--- config.mk ---
export PLATFORM = sky130hd
export DESIGN_NAME = md5_message_digest_top
export DESIGN_NICKNAME = d
export VERILOG_FILES = /design/src/design/md5_pkg.sv /design/src/design/md5_message_digest_top.sv /design/src/design/md5_ucode.sv /design/src/design/md5_core.sv
export SDC_FILE = /design/constraint.sdc
export NUM_CORES = 2
export LEC_CHECK = 0
export BUFFER_PORTS_ARGS = -buffer_cell sky130_fd_sc_hd__buf_2
export CAP_MARGIN = 0
export CORE_MARGIN = 2
export CORE_UTILIZATION = 30
export CTS_CLUSTER_DIAMETER = 150
export DETAILED_ROUTE_END_ITERATION = 16
export SLEW_MARGIN = 20
export SYNTH_ARGS = -nofsm -noshare
export SYNTH_HDL_FRONTEND = slang
export SYNTH_HIERARCHICAL = 1
export SYNTH_SLANG_ARGS = --single-unit
--- constraint.sdc ---
create_clock -name clk -period 11.45 [get_ports clk]
set_input_delay 1.7175 -clock clk [delete_from_list [all_inputs] [get_ports clk]]
set_output_delay 1.7175 -clock clk [all_outputs]
set_load 0.02 [all_outputs]
--- src/design/md5_pkg.sv ---
// shared types, constants and round tables for the md5 digest block
// no dependencies; imported by md5_ucode, md5_core and the top level
package md5_pkg;

  localparam logic [31:0] IV_A      = 32'h67452301;
  localparam logic [31:0] IV_B      = 32'hefcdab89;
  localparam logic [31:0] IV_C      = 32'h98badcfe;
  localparam logic [31:0] IV_D      = 32'h10325476;
  localparam logic [7:0]  PAD_MARK  = 8'h80;
  localparam logic [5:0]  BLOCK_MASK = 6'h3f;
  localparam logic [5:0]  LAST_ROUND = 6'd63;

  // microprogram addresses
  typedef enum logic [3:0] {
    ST_WAIT, ST_PREP, ST_ROUND, ST_FOLD, ST_PADSEL,
    ST_AFTER, ST_EMIT, ST_SETLAST, ST_CHKEOM
  } step_t;

  typedef enum logic [2:0] {
    OP_WAIT, OP_PREP, OP_ROUND, OP_FOLD, OP_PADSEL, OP_SETLAST, OP_EMIT, OP_NOP
  } op_t;

  typedef enum logic [2:0] {
    C_ALWAYS, C_DISPATCH, C_LAST, C_FINAL, C_PADFIRST, C_EOM, C_OUT_TAKEN
  } cond_t;

  typedef struct packed {
    op_t   op;
    cond_t cond;
    step_t tgt_t;
    step_t tgt_f;
  } uword_t;

  typedef struct packed {
    op_t  op;
    logic accept;
    logic out_taken;
  } ctrl_t;

  typedef struct packed {
    logic hit_full;
    logic hit_eom;
    logic last;
    logic final_blk;
    logic pad_first;
    logic eom;
  } stat_t;

  typedef enum logic [1:0] {
    MODE_FULL, MODE_PAD_ONLY, MODE_PAD_FIRST, MODE_PAD_LAST
  } mode_t;

  typedef enum logic [1:0] {
    BSEL_DATA, BSEL_MARK, BSEL_ZERO
  } bsel_t;

  function automatic logic [31:0] md5_k(input logic [5:0] i);
    logic [31:0] k;
    case (i)
      6'd0:  k = 32'hd76aa478;  6'd1:  k = 32'he8c7b756;
      6'd2:  k = 32'h242070db;  6'd3:  k = 32'hc1bdceee;
      6'd4:  k = 32'hf57c0faf;  6'd5:  k = 32'h4787c62a;
      6'd6:  k = 32'ha8304613;  6'd7:  k = 32'hfd469501;
      6'd8:  k = 32'h698098d8;  6'd9:  k = 32'h8b44f7af;
      6'd10: k = 32'hffff5bb1;  6'd11: k = 32'h895cd7be;
      6'd12: k = 32'h6b901122;  6'd13: k = 32'hfd987193;
      6'd14: k = 32'ha679438e;  6'd15: k = 32'h49b40821;
      6'd16: k = 32'hf61e2562;  6'd17: k = 32'hc040b340;
      6'd18: k = 32'h265e5a51;  6'd19: k = 32'he9b6c7aa;
      6'd20: k = 32'hd62f105d;  6'd21: k = 32'h02441453;
      6'd22: k = 32'hd8a1e681;  6'd23: k = 32'he7d3fbc8;
      6'd24: k = 32'h21e1cde6;  6'd25: k = 32'hc33707d6;
      6'd26: k = 32'hf4d50d87;  6'd27: k = 32'h455a14ed;
      6'd28: k = 32'ha9e3e905;  6'd29: k = 32'hfcefa3f8;
      6'd30: k = 32'h676f02d9;  6'd31: k = 32'h8d2a4c8a;
      6'd32: k = 32'hfffa3942;  6'd33: k = 32'h8771f681;
      6'd34: k = 32'h6d9d6122;  6'd35: k = 32'hfde5380c;
      6'd36: k = 32'ha4beea44;  6'd37: k = 32'h4bdecfa9;
      6'd38: k = 32'hf6bb4b60;  6'd39: k = 32'hbebfbc70;
      6'd40: k = 32'h289b7ec6;  6'd41: k = 32'heaa127fa;
      6'd42: k = 32'hd4ef3085;  6'd43: k = 32'h04881d05;
      6'd44: k = 32'hd9d4d039;  6'd45: k = 32'he6db99e5;
      6'd46: k = 32'h1fa27cf8;  6'd47: k = 32'hc4ac5665;
      6'd48: k = 32'hf4292244;  6'd49: k = 32'h432aff97;
      6'd50: k = 32'hab9423a7;  6'd51: k = 32'hfc93a039;
      6'd52: k = 32'h655b59c3;  6'd53: k = 32'h8f0ccc92;
      6'd54: k = 32'hffeff47d;  6'd55: k = 32'h85845dd1;
      6'd56: k = 32'h6fa87e4f;  6'd57: k = 32'hfe2ce6e0;
      6'd58: k = 32'ha3014314;  6'd59: k = 32'h4e0811a1;
      6'd60: k = 32'hf7537e82;  6'd61: k = 32'hbd3af235;
      6'd62: k = 32'h2ad7d2bb;  default: k = 32'heb86d391;
    endcase
    return k;
  endfunction

  function automatic logic [4:0] md5_rot(input logic [1:0] rnd, input logic [1:0] j);
    logic [4:0] s;
    case ({rnd, j})
      4'd0:  s = 5'd7;   4'd1:  s = 5'd12;  4'd2:  s = 5'd17;  4'd3:  s = 5'd22;
      4'd4:  s = 5'd5;   4'd5:  s = 5'd9;   4'd6:  s = 5'd14;  4'd7:  s = 5'd20;
      4'd8:  s = 5'd4;   4'd9:  s = 5'd11;  4'd10: s = 5'd16;  4'd11: s = 5'd23;
      4'd12: s = 5'd6;   4'd13: s = 5'd10;  4'd14: s = 5'd15;  default: s = 5'd21;
    endcase
    return s;
  endfunction

  // message word index used by step i
  function automatic logic [3:0] md5_g(input logic [5:0] i);
    logic [3:0] x;
    logic [3:0] g;
    x = i[3:0];
    case (i[5:4])
      2'd0:    g = x;
      2'd1:    g = x + (x << 2) + 4'd1;
      2'd2:    g = x + (x << 1) + 4'd5;
      default: g = (x << 3) - x;
    endcase
    return g;
  endfunction

  function automatic logic [31:0] rotl32(input logic [31:0] v, input logic [4:0] s);
    logic [63:0] w;
    w = {v, v} << s;
    return w[63:32];
  endfunction

endpackage

--- src/design/md5_message_digest_top.sv ---
// md5 digest, one message byte per item; an item that does not fill a block is taken in wait
// a byte that fills a block adds prep, rounds at one per cycle, fold, after and chkeom
// close: digest follows padsel, prep, rounds and fold; a mark past byte 55 adds after,
// setlast, prep, rounds, fold; an item whose own byte filled a block compresses it first
// no item is taken while the digest waits; taking it restores the initial chaining words
// synchronous active-low reset: initial chaining words, zero byte count, sequencer at wait
module md5_message_digest_top
  import md5_pkg::*;
(
  input  logic        clk,
  input  logic        rst_n,
  input  logic        in_valid,
  output logic        in_ready,
  input  logic [7:0]  in_data_byte,
  input  logic        in_has_byte,
  input  logic        in_end_of_message,
  output logic        out_valid,
  input  logic        out_ready,
  output logic [31:0] out_digest_word_a,
  output logic [31:0] out_digest_word_b,
  output logic [31:0] out_digest_word_c,
  output logic [31:0] out_digest_word_d
);

  ctrl_t ctrl;
  stat_t stat;

  md5_ucode u_ucode (
    .clk       (clk),
    .rst_n     (rst_n),
    .in_valid  (in_valid),
    .out_ready (out_ready),
    .stat      (stat),
    .ctrl      (ctrl)
  );

  md5_core u_core (
    .clk               (clk),
    .rst_n             (rst_n),
    .ctrl              (ctrl),
    .in_data_byte      (in_data_byte),
    .in_has_byte       (in_has_byte),
    .in_end_of_message (in_end_of_message),
    .stat              (stat),
    .digest_a          (out_digest_word_a),
    .digest_b          (out_digest_word_b),
    .digest_c          (out_digest_word_c),
    .digest_d          (out_digest_word_d)
  );

  assign in_ready  = (ctrl.op == OP_WAIT);
  assign out_valid = (ctrl.op == OP_EMIT);

endmodule

--- src/design/md5_ucode.sv ---
// microcode sequencer: control store, step counter and branch conditions
// depends on md5_pkg; drives md5_core through ctrl_t and reads back stat_t
module md5_ucode
  import md5_pkg::*;
(
  input  logic  clk,
  input  logic  rst_n,
  input  logic  in_valid,
  input  logic  out_ready,
  input  stat_t stat,
  output ctrl_t ctrl
);

  step_t  step_r;
  step_t  step_nxt;
  uword_t uw;
  logic   accept;
  logic   out_taken;

  function automatic uword_t rom(input step_t s);
    uword_t w;
    unique case (s)
      ST_WAIT:    w = '{OP_WAIT,    C_DISPATCH,  ST_PREP,    ST_PADSEL};
      ST_PREP:    w = '{OP_PREP,    C_ALWAYS,    ST_ROUND,   ST_ROUND};
      ST_ROUND:   w = '{OP_ROUND,   C_LAST,      ST_FOLD,    ST_ROUND};
      ST_FOLD:    w = '{OP_FOLD,    C_FINAL,     ST_EMIT,    ST_AFTER};
      ST_PADSEL:  w = '{OP_PADSEL,  C_ALWAYS,    ST_PREP,    ST_PREP};
      ST_AFTER:   w = '{OP_NOP,     C_PADFIRST,  ST_SETLAST, ST_CHKEOM};
      ST_SETLAST: w = '{OP_SETLAST, C_ALWAYS,    ST_PREP,    ST_PREP};
      ST_CHKEOM:  w = '{OP_NOP,     C_EOM,       ST_PADSEL,  ST_WAIT};
      ST_EMIT:    w = '{OP_EMIT,    C_OUT_TAKEN, ST_WAIT,    ST_EMIT};
      default:    w = '{OP_NOP,     C_ALWAYS,    ST_WAIT,    ST_WAIT};
    endcase
    return w;
  endfunction

  always_comb begin
    uw        = rom(step_r);
    accept    = in_valid && (uw.op == OP_WAIT);
    out_taken = out_ready && (uw.op == OP_EMIT);
    unique case (uw.cond)
      C_ALWAYS:    step_nxt = uw.tgt_t;
      // full block goes to compression, a close that does not fill a block goes to padding
      C_DISPATCH: begin
        if (accept && stat.hit_full) begin
          step_nxt = uw.tgt_t;
        end else if (accept && stat.hit_eom) begin
          step_nxt = uw.tgt_f;
        end else begin
          step_nxt = step_r;
        end
      end
      C_LAST:      step_nxt = stat.last      ? uw.tgt_t : uw.tgt_f;
      C_FINAL:     step_nxt = stat.final_blk ? uw.tgt_t : uw.tgt_f;
      C_PADFIRST:  step_nxt = stat.pad_first ? uw.tgt_t : uw.tgt_f;
      C_EOM:       step_nxt = stat.eom       ? uw.tgt_t : uw.tgt_f;
      C_OUT_TAKEN: step_nxt = out_taken      ? uw.tgt_t : uw.tgt_f;
      default:     step_nxt = ST_WAIT;
    endcase
    ctrl = '{uw.op, accept, out_taken};
  end

  always_ff @(posedge clk) begin
    if (!rst_n) begin
      step_r <= ST_WAIT;
    end else begin
      step_r <= step_nxt;
    end
  end

endmodule

--- src/design/md5_core.sv ---
// md5 datapath: block store, padding mux, round unit, chaining words and byte count
// depends on md5_pkg; steered by md5_ucode through ctrl_t
module md5_core
  import md5_pkg::*;
(
  input  logic        clk,
  input  logic        rst_n,
  input  ctrl_t       ctrl,
  input  logic [7:0]  in_data_byte,
  input  logic        in_has_byte,
  input  logic        in_end_of_message,
  output stat_t       stat,
  output logic [31:0] digest_a,
  output logic [31:0] digest_b,
  output logic [31:0] digest_c,
  output logic [31:0] digest_d
);

  logic [31:0] cha_r, chb_r, chc_r, chd_r;
  logic [31:0] wa_r, wb_r, wc_r, wd_r;
  logic [63:0] cnt_r;
  logic [5:0]  rnd_r;
  mode_t       mode_r;
  logic        eom_r;

  logic [31:0] mem [16];
  logic [31:0] rd_r;
  bsel_t       bsel_r [4];
  bsel_t       bsel_nxt [4];
  logic        len_use_r, len_use_nxt;
  logic [31:0] lw_r, lw_nxt;
  logic [31:0] k_r;

  logic [5:0]  used;
  logic [5:0]  rd_idx;
  logic [3:0]  rd_addr;
  logic [6:0]  limit;
  logic        mark_en;
  logic        len_en;
  logic [63:0] bit_len;
  logic        rd_en;

  logic [31:0] w_word;
  logic [31:0] f;
  logic [31:0] t;
  logic [31:0] wb_nxt;

  assign used    = cnt_r[5:0];
  assign bit_len = {cnt_r[60:0], 3'b000};
  assign rd_idx  = (ctrl.op == OP_PREP) ? 6'd0 : rnd_r + 6'd1;
  assign rd_addr = md5_g(rd_idx);
  assign rd_en   = (ctrl.op == OP_PREP) || (ctrl.op == OP_ROUND);

  // which bytes of the word come from the store, which are the pad mark or zero
  always_comb begin
    logic [5:0] p;
    case (mode_r)
      MODE_FULL:      limit = 7'd64;
      MODE_PAD_ONLY,
      MODE_PAD_FIRST: limit = {1'b0, used};
      default:        limit = 7'd0;
    endcase
    mark_en = (mode_r == MODE_PAD_ONLY) || (mode_r == MODE_PAD_FIRST);
    len_en  = (mode_r == MODE_PAD_ONLY) || (mode_r == MODE_PAD_LAST);
    for (int k = 0; k < 4; k++) begin
      p = {rd_addr, 2'(k)};
      if ({1'b0, p} < limit) begin
        bsel_nxt[k] = BSEL_DATA;
      end else if (mark_en && (p == used)) begin
        bsel_nxt[k] = BSEL_MARK;
      end else begin
        bsel_nxt[k] = BSEL_ZERO;
      end
    end
    len_use_nxt = len_en && (rd_addr[3:1] == 3'b111);
    lw_nxt      = rd_addr[0] ? bit_len[63:32] : bit_len[31:0];
  end

  always_ff @(posedge clk) begin
    if (ctrl.accept && in_has_byte) begin
      mem[used[5:2]][{used[1:0], 3'b000} +: 8] <= in_data_byte;
    end
    if (rd_en) begin
      rd_r      <= mem[rd_addr];
      bsel_r    <= bsel_nxt;
      len_use_r <= len_use_nxt;
      lw_r      <= lw_nxt;
      k_r       <= md5_k(rd_idx);
    end
  end

  // one md5 step per cycle
  always_comb begin
    for (int k = 0; k < 4; k++) begin
      case (bsel_r[k])
        BSEL_DATA: w_word[k*8 +: 8] = rd_r[k*8 +: 8];
        BSEL_MARK: w_word[k*8 +: 8] = PAD_MARK;
        default:   w_word[k*8 +: 8] = 8'h00;
      endcase
    end
    if (len_use_r) begin
      w_word = lw_r;
    end
    case (rnd_r[5:4])
      2'd0:    f = wd_r ^ (wb_r & (wc_r ^ wd_r));
      2'd1:    f = wc_r ^ (wd_r & (wb_r ^ wc_r));
      2'd2:    f = wb_r ^ wc_r ^ wd_r;
      default: f = wc_r ^ (wb_r | ~wd_r);
    endcase
    t      = wa_r + f + w_word + k_r;
    wb_nxt = wb_r + rotl32(t, md5_rot(rnd_r[5:4], rnd_r[1:0]));
  end

  always_ff @(posedge clk) begin
    if (ctrl.op == OP_PREP) begin
      wa_r <= cha_r;
      wb_r <= chb_r;
      wc_r <= chc_r;
      wd_r <= chd_r;
    end else if (ctrl.op == OP_ROUND) begin
      wa_r <= wd_r;
      wd_r <= wc_r;
      wc_r <= wb_r;
      wb_r <= wb_nxt;
    end
  end

  always_ff @(posedge clk) begin
    if (!rst_n) begin
      cha_r  <= IV_A;
      chb_r  <= IV_B;
      chc_r  <= IV_C;
      chd_r  <= IV_D;
      cnt_r  <= 64'd0;
      rnd_r  <= 6'd0;
      mode_r <= MODE_FULL;
      eom_r  <= 1'b0;
    end else begin
      case (ctrl.op)
        OP_WAIT: begin
          if (ctrl.accept) begin
            eom_r <= in_end_of_message;
            if (in_has_byte) begin
              cnt_r <= cnt_r + 64'd1;
            end
            if (stat.hit_full) begin
              mode_r <= MODE_FULL;
            end
          end
        end
        OP_PREP:  rnd_r <= 6'd0;
        OP_ROUND: rnd_r <= rnd_r + 6'd1;
        OP_FOLD: begin
          cha_r <= cha_r + wa_r;
          chb_r <= chb_r + wb_r;
          chc_r <= chc_r + wc_r;
          chd_r <= chd_r + wd_r;
        end
        // mark lands past byte 55: length needs a second block
        OP_PADSEL: mode_r <= (used[5:3] == 3'b111) ? MODE_PAD_FIRST : MODE_PAD_ONLY;
        OP_SETLAST: mode_r <= MODE_PAD_LAST;
        OP_EMIT: begin
          if (ctrl.out_taken) begin
            cha_r <= IV_A;
            chb_r <= IV_B;
            chc_r <= IV_C;
            chd_r <= IV_D;
            cnt_r <= 64'd0;
          end
        end
        default: ;
      endcase
    end
  end

  assign stat = '{
    hit_full:  in_has_byte && (used == BLOCK_MASK),
    hit_eom:   in_end_of_message,
    last:      rnd_r == LAST_ROUND,
    final_blk: (mode_r == MODE_PAD_ONLY) || (mode_r == MODE_PAD_LAST),
    pad_first: mode_r == MODE_PAD_FIRST,
    eom:       eom_r
  };

  assign digest_a = cha_r;
  assign digest_b = chb_r;
  assign digest_c = chc_r;
  assign digest_d = chd_r;

endmodule

* Word level (Yosys, flattened, before mapping)
Memories as Yosys holds them, arrays and structs flattened. A register that Yosys moved wholly into a read port is not among the register bits.
Index checks and enable logic that the tools add are counted.
** Storage, ports and cells
- Flip-flop bits (word level) :: 374
- Bits in writable memories :: 512
- Memory bits (read-only) :: 2336
- Input port bits :: 14
- Word-level logic and storage cells :: 178
- Memories :: 4
** Cells by class
- Add/subtract/negate cells :: 16
- $lt $le $gt $ge :: 4
- Equal/unequal tests :: 36
- Shift operators :: 3
- Multiplexer cells :: 53
- Bitwise operators :: 10
- Reduce and logical (&&, ||, !) cells :: 32
** Memories
- (no name shown) :: depth 64, width 32, read ports 1, clocked after memory_dff 1, wr ports 0, RTL line md5_pkg.sv:59 : case (i)
- u_core.mem :: depth 16, width 32, read ports 1, clocked after memory_dff 1, wr ports 1, RTL line md5_core.sv:26 : logic [31:0] mem [16];
- (no name shown) :: depth 16, width 13, read ports 1, clocked after memory_dff 1, wr ports 0, RTL line md5_ucode.sv:22 : unique case (s)
- (no name shown) :: depth 16, width 5, read ports 1, clocked after memory_dff 1, wr ports 0, RTL line md5_pkg.sv:98 : case ({rnd, j})
** Operator list (count)
- 32-bit two-way mux :: 15
- 32-bit adder :: 8
- 32-bit one-hot mux with 2 select lines :: 4
- 64-bit two-way mux :: 3
- 32-bit bitwise XOR :: 6
- 64-bit one-hot mux with 2 select lines :: 1
- 32-bit one-hot mux with 3 select lines :: 1
- 64-bit by 1-bit adder with 64-bit output, second input constant :: 1
- 32-bit AND :: 2
- 8-bit one-hot mux with 2 select lines :: 4
- 64-bit by 5-bit << shifter with 64-bit output :: 1
- 4-bit two-way mux :: 11
- 32-bit inverter :: 1
- 32-bit OR :: 1
- 8-bit by 7-bit variable shift with 32-bit output, first input constant :: 1
- 8-bit by 7-bit indexed part select with 32-bit output :: 1
- 6-bit by 7-bit less-than comparator with 1-bit output :: 4
- 4-bit one-hot mux with 7 select lines :: 1
- 3-bit equality test, second input constant :: 8
- 6-bit equality test :: 4
- 2-bit by 1-bit equality test with 1-bit output, second input constant :: 7
- 2-bit logical NOT :: 7
- 2-bit two-way mux :: 7
- 7-bit one-hot mux with 2 select lines :: 1
- other kinds (26) :: 54

* Depth between registers and ports, before layout
- Depth after elaboration :: 11
- Mapped depth :: 37

* Cells and area by module
The synthesis kept the hierarchy.
** By module, submodules not included
- md5_core :: instances 1, cells each 5603, area each 55749.7 um^2
- md5_ucode :: instances 1, cells each 131, area each 1084.8 um^2
- md5_message_digest_top :: instances 1, cells each 2, area each 13.8 um^2

* Worst setup path after synthesis
No wires, ideal clock.
- Path type :: reg-to-reg
- From :: register u_ucode/uw[11] (netlist name)
- To :: register u_core/bsel_r[0] (netlist bit), enable pin
- Arrival :: 10609 ps
- Data required time :: 10620 ps
- Slack :: 11 ps
- Cell stages (with the launch flop) :: 6
- Clock period less this slack :: 11439 ps
- Cell sequence :: dfxtp_1 -> buf_4 -> buf_2 -> clkbuf_1 -> xnor2_1 -> nor2_1
** Between the ends
- Cells in the longest elaborated chain, start to end :: 2
** RTL lines
- 3-bit by 1-bit equality test with 1-bit output or 3-bit by 2-bit equality test with 1-bit output (tied branches) :: RTL line md5_core.sv:52 : assign rd_en = (ctrl.op == OP_PREP) || (ctrl.op == OP_ROUND);
- 1-bit logical OR * :: RTL line md5_core.sv:52
- end signal: assignment :: RTL line md5_core.sv:85 : bsel_r <= bsel_nxt;
- end: declaration :: RTL line md5_core.sv:28 : bsel_t bsel_r [4];
Every way passes the cells marked *; elsewhere a longest branch is shown, timed or not.
A chain may end at the register's enable or synchronous reset.

* Final worst setup path
- From :: register u_core.len_use_r
- To :: register u_core.wb_r[31], data pin
** Between the ends
- Cells in the longest elaborated chain, start to end :: 7
** RTL lines
- start: declaration :: RTL line md5_core.sv:30 : logic len_use_r, len_use_nxt;
- start signal: assignment :: RTL line md5_core.sv:86 : len_use_r <= len_use_nxt;
- 32-bit two-way mux :: RTL line md5_core.sv:101 : if (len_use_r) begin
- 32-bit adder (2 in series) :: RTL line md5_core.sv:110 : t = wa_r + f + w_word + k_r;
- 64-bit by 5-bit << shifter with 64-bit output :: RTL line md5_pkg.sv:123 : w = {v, v} << s;
- 32-bit adder :: RTL line md5_core.sv:111 : wb_nxt = wb_r + rotl32(t, md5_rot(rnd_r[5:4], rnd_r[1:0]));
- 32-bit two-way mux :: RTL line md5_core.sv:120 : end else if (ctrl.op == OP_ROUND) begin
- 32-bit two-way mux :: RTL line md5_core.sv:115 : if (ctrl.op == OP_PREP) begin
- end signal: assignment :: RTL line md5_core.sv:117 : wb_r <= chb_r;
- end signal: assignment :: RTL line md5_core.sv:124 : wb_r <= wb_nxt;
- end: declaration :: RTL line md5_core.sv:20 : logic [31:0] wa_r, wb_r, wc_r, wd_r;
No other way between the ends. The select of a mux whose other input is x is not followed.

==> out/qor.yml <==
setup.worst_path.start_class: "flop"
synth_top_flop_cell: "edfxtp_1"
cpPeakStageDelay_ps: 890
netlist_instances: 5736
multi_input_area_sq_um: 28100
criticalPathCategory: "reg -> reg"
setup.worst_path.end_class: "flop"
syn_area_per_cell_sq_um: 9.91
cts_tree: "done"
grt_pass1_wl_microns: 283000
finalMaxSlewViolations: 0
r2r-start: "u_core/len_use_r"
synth_top_area_frac: 0.394
final.setup.tns_ps: 0
syn2layout_area_growth_pct: 11.7
worst_pin_slew_ps: 1150
max_slew_margin: 0.227
wl_microns: 194000
synthSimpleGateAreaFrac: 0.158
fill_cells: 19000
die-area_sq_um: 193000
finalInstanceArea_sq_um: 63500
final_nets: 6052
synth_top_area_cell: "edfxtp_1"
synth_compound_area_frac: 0.155
fmax_ghz: 0.102
antenna_found_initial: 4
placed_area_sq_um: 60100
setup_viol: 0
finalNonFillerCells: 8319
holdCritStartpoint: "u_core/digest_a[28]"
num_vias: 45600
grt_max_degree: 152
synth_nets: 6052
core.rowCount: 159
crit_path_top_delay_cell: "edfxtp_1"
holdPathEnd: "u_core/digest_a[28]"
yosysSeqAreaShare: 0.471
clock_sinks: 965
synthTopCellsByCount: "nand2_1 (954), edfxtp_1 (745), nor2_1 (398)"
hold-worst-slack_ps: 499
drtPass1Iterations: 6
wl_per_cell_microns: 23.3
first_iter_violations: 5393
worstReg2RegEnd: "u_core/wb_r[31]"
start_util: 0.302
muxShareOfSynthArea: 0.0626
arrival_ps: 10360
die_w_microns: 439
io_pins: 144
dp_cells: 8127
period_minus_slack_ps: 9790
hold_viol: 0
grt_pass1_vias: 42800
synth-seq-cells: 965
syn-cell-area_sq_um: 56800
place_congestion: 0.948
grtUsageTotal: 0.193
timing.final.crit_share: 0.855
vias_per_cell: 5.48
grt_overflow: 0
htree_levels: 3
core_area_sq_um: 188000
ys_async_sr_fraction: 0
fin_skew_ps: 64.7
cts_hold_buf: 0
cts_setup_buffers: 0
clk_latency_ps: 740
rrSetupSlack_ps: 1660
root_buffer: "clkbuf_16"
status: "complete, no violations"
regArea_sq_um: 26800
port_buffers: 143
synth_edf_count: 745
path_max_fanout: 28
drc: 0
cp.required_ps: 12020
dp_hpwl_microns: 137000
die_h_microns: 439
hp-class: "reg -> reg"
post_cts_resized: 0
holdPathStages: 2
drive_above_1_share: 0.0955
synth.most_common_cell: "nand2_1"
clock_path_buffers: 3
synth_top_cells_by_area: "edfxtp_1 (39%), dfxtp_1 (7.7%), nand2_1 (6.3%), ha_1 (5.2%), mux2i_1 (3.7%)"
synth_cell_types: 110
drtAntennaViolNets: 0
rsz0062_at_grt: "no"
numCtsBuffers: 101
synth_top_family_by_area: "simple AND/OR/NAND/NOR gates"
synth_xor_area_frac: 0.0402
clk_pin_slew_worst_paths_ps: 70
cap_violations: 0
synth-warning-count: 6
reg2regPathDepth: 32
synthAdderAreaFrac: 0.0756
==> layout make-up <==
type                       instances  share of cell area
antenna                            3            0.000118
clock buffer                     146              0.0449
clock inverter                    42             0.00798
inverter                         229              0.0138
multi-input combinational       4223               0.442
sequential                       965               0.422
tap                             2495              0.0492
timing repair buffer             216              0.0205
==> metal layers <==
metal / wire length, microns / GRT usage / vias to the layer above / part of all wire
li1: - / - / 20900 / -
met5: 0 / 0 / - / 0
met1: 81900 / 0.262 / 22300 / 0.42
met3: 16100 / 0.0328 / 336 / 0.083
met4: 7850 / 0.0734 / 0 / 0.041
met2: 87800 / 0.307 / 2050 / 0.45
==> flip-flops by register name (all words and copies together) (netlist names), named ones only <==
name	count
u_core/digest_d	32
u_core/lw_r	32
u_core/wa_r	32
u_core/wb_r	32
u_core/cnt_r	61
u_core/digest_b	32
u_core/rnd_r	6
u_core/wd_r	32
u_ucode/step_r	4
u_core/rd_r	32
u_core/bsel_r	8
u_core/mem	512
u_ucode/uw	13
u_core/digest_c	32
u_core/mode_r	2
u_core/len_use_r	1
u_core/digest_a	32
u_core/wc_r	32
u_core/eom_r	1
u_core/k_r	32
==> worst max-delay path, delay by kind of cell (launching register included) <==
kind	cells	cell delay, ps
compound gates	16	4420
fa+ha+maj	5	2000
simple gates	6	1290
mux	4	980
flops	1	890
buf+inv	1	40
==> placed cells by master, fill, tap and decap left out, types with 80 or more instances in the layout <==
cell       count
edfxtp_1     745
inv_1        222
nand2_1      949
nor3_1        96
xor2_1       103
a21o_1        83
nand3_1      113
dfxtp_1      218
mux2i_1      212
buf_2        142
clkbuf_16    101
nor2_1       395
o211ai_1      93
o21ai_0      310
xnor2_1      154
nor2b_1       80
ha_1         234
a21oi_1      377
and3_1        97
==> per-stage QoR <==
stage	worst slack, ps	utilization
after floorplan	10.9	-
after CTS	1810	0.338
after detailed placement	1910	0.320
final	1660	0.338
after global routing	1170	0.338
after global placement	1950	0.320
==> cell families (layout without fill, tap and decap cells) <==
family,Yosys count,in the layout
compound gates,1369,1369
xor+xnor,261,261
fa+ha+maj,303,303
buf+inv,548,633
flops,965,965
mux,297,297
other cells,0,3
simple gates,1993,1993
==> worst max path at each step <==
| stage | startpoint | to | slack (ps) | cells past startpoint |
|---|---|---|---|---|
| final | u_core/len_use_r | u_core/wb_r[31] | 1660 | 32 |
| after global routing | u_core/len_use_r | u_core/wb_r[31] | 1170 | 32 |
| after CTS | u_core/len_use_r | u_core/wb_r[30] | 1810 | 32 |
| after detailed placement | u_core/len_use_r | u_core/wb_r[30] | 1910 | 32 |
| after global placement | u_core/len_use_r | u_core/wb_r[31] | 1950 | 32 |
| after floorplan | u_ucode/uw[11] | u_core/bsel_r[0] | 10 | 5 |
Power is left out: the tool's default activity adds up to more than one toggle a clock period on the data nets, which glitch-free logic cannot reach.
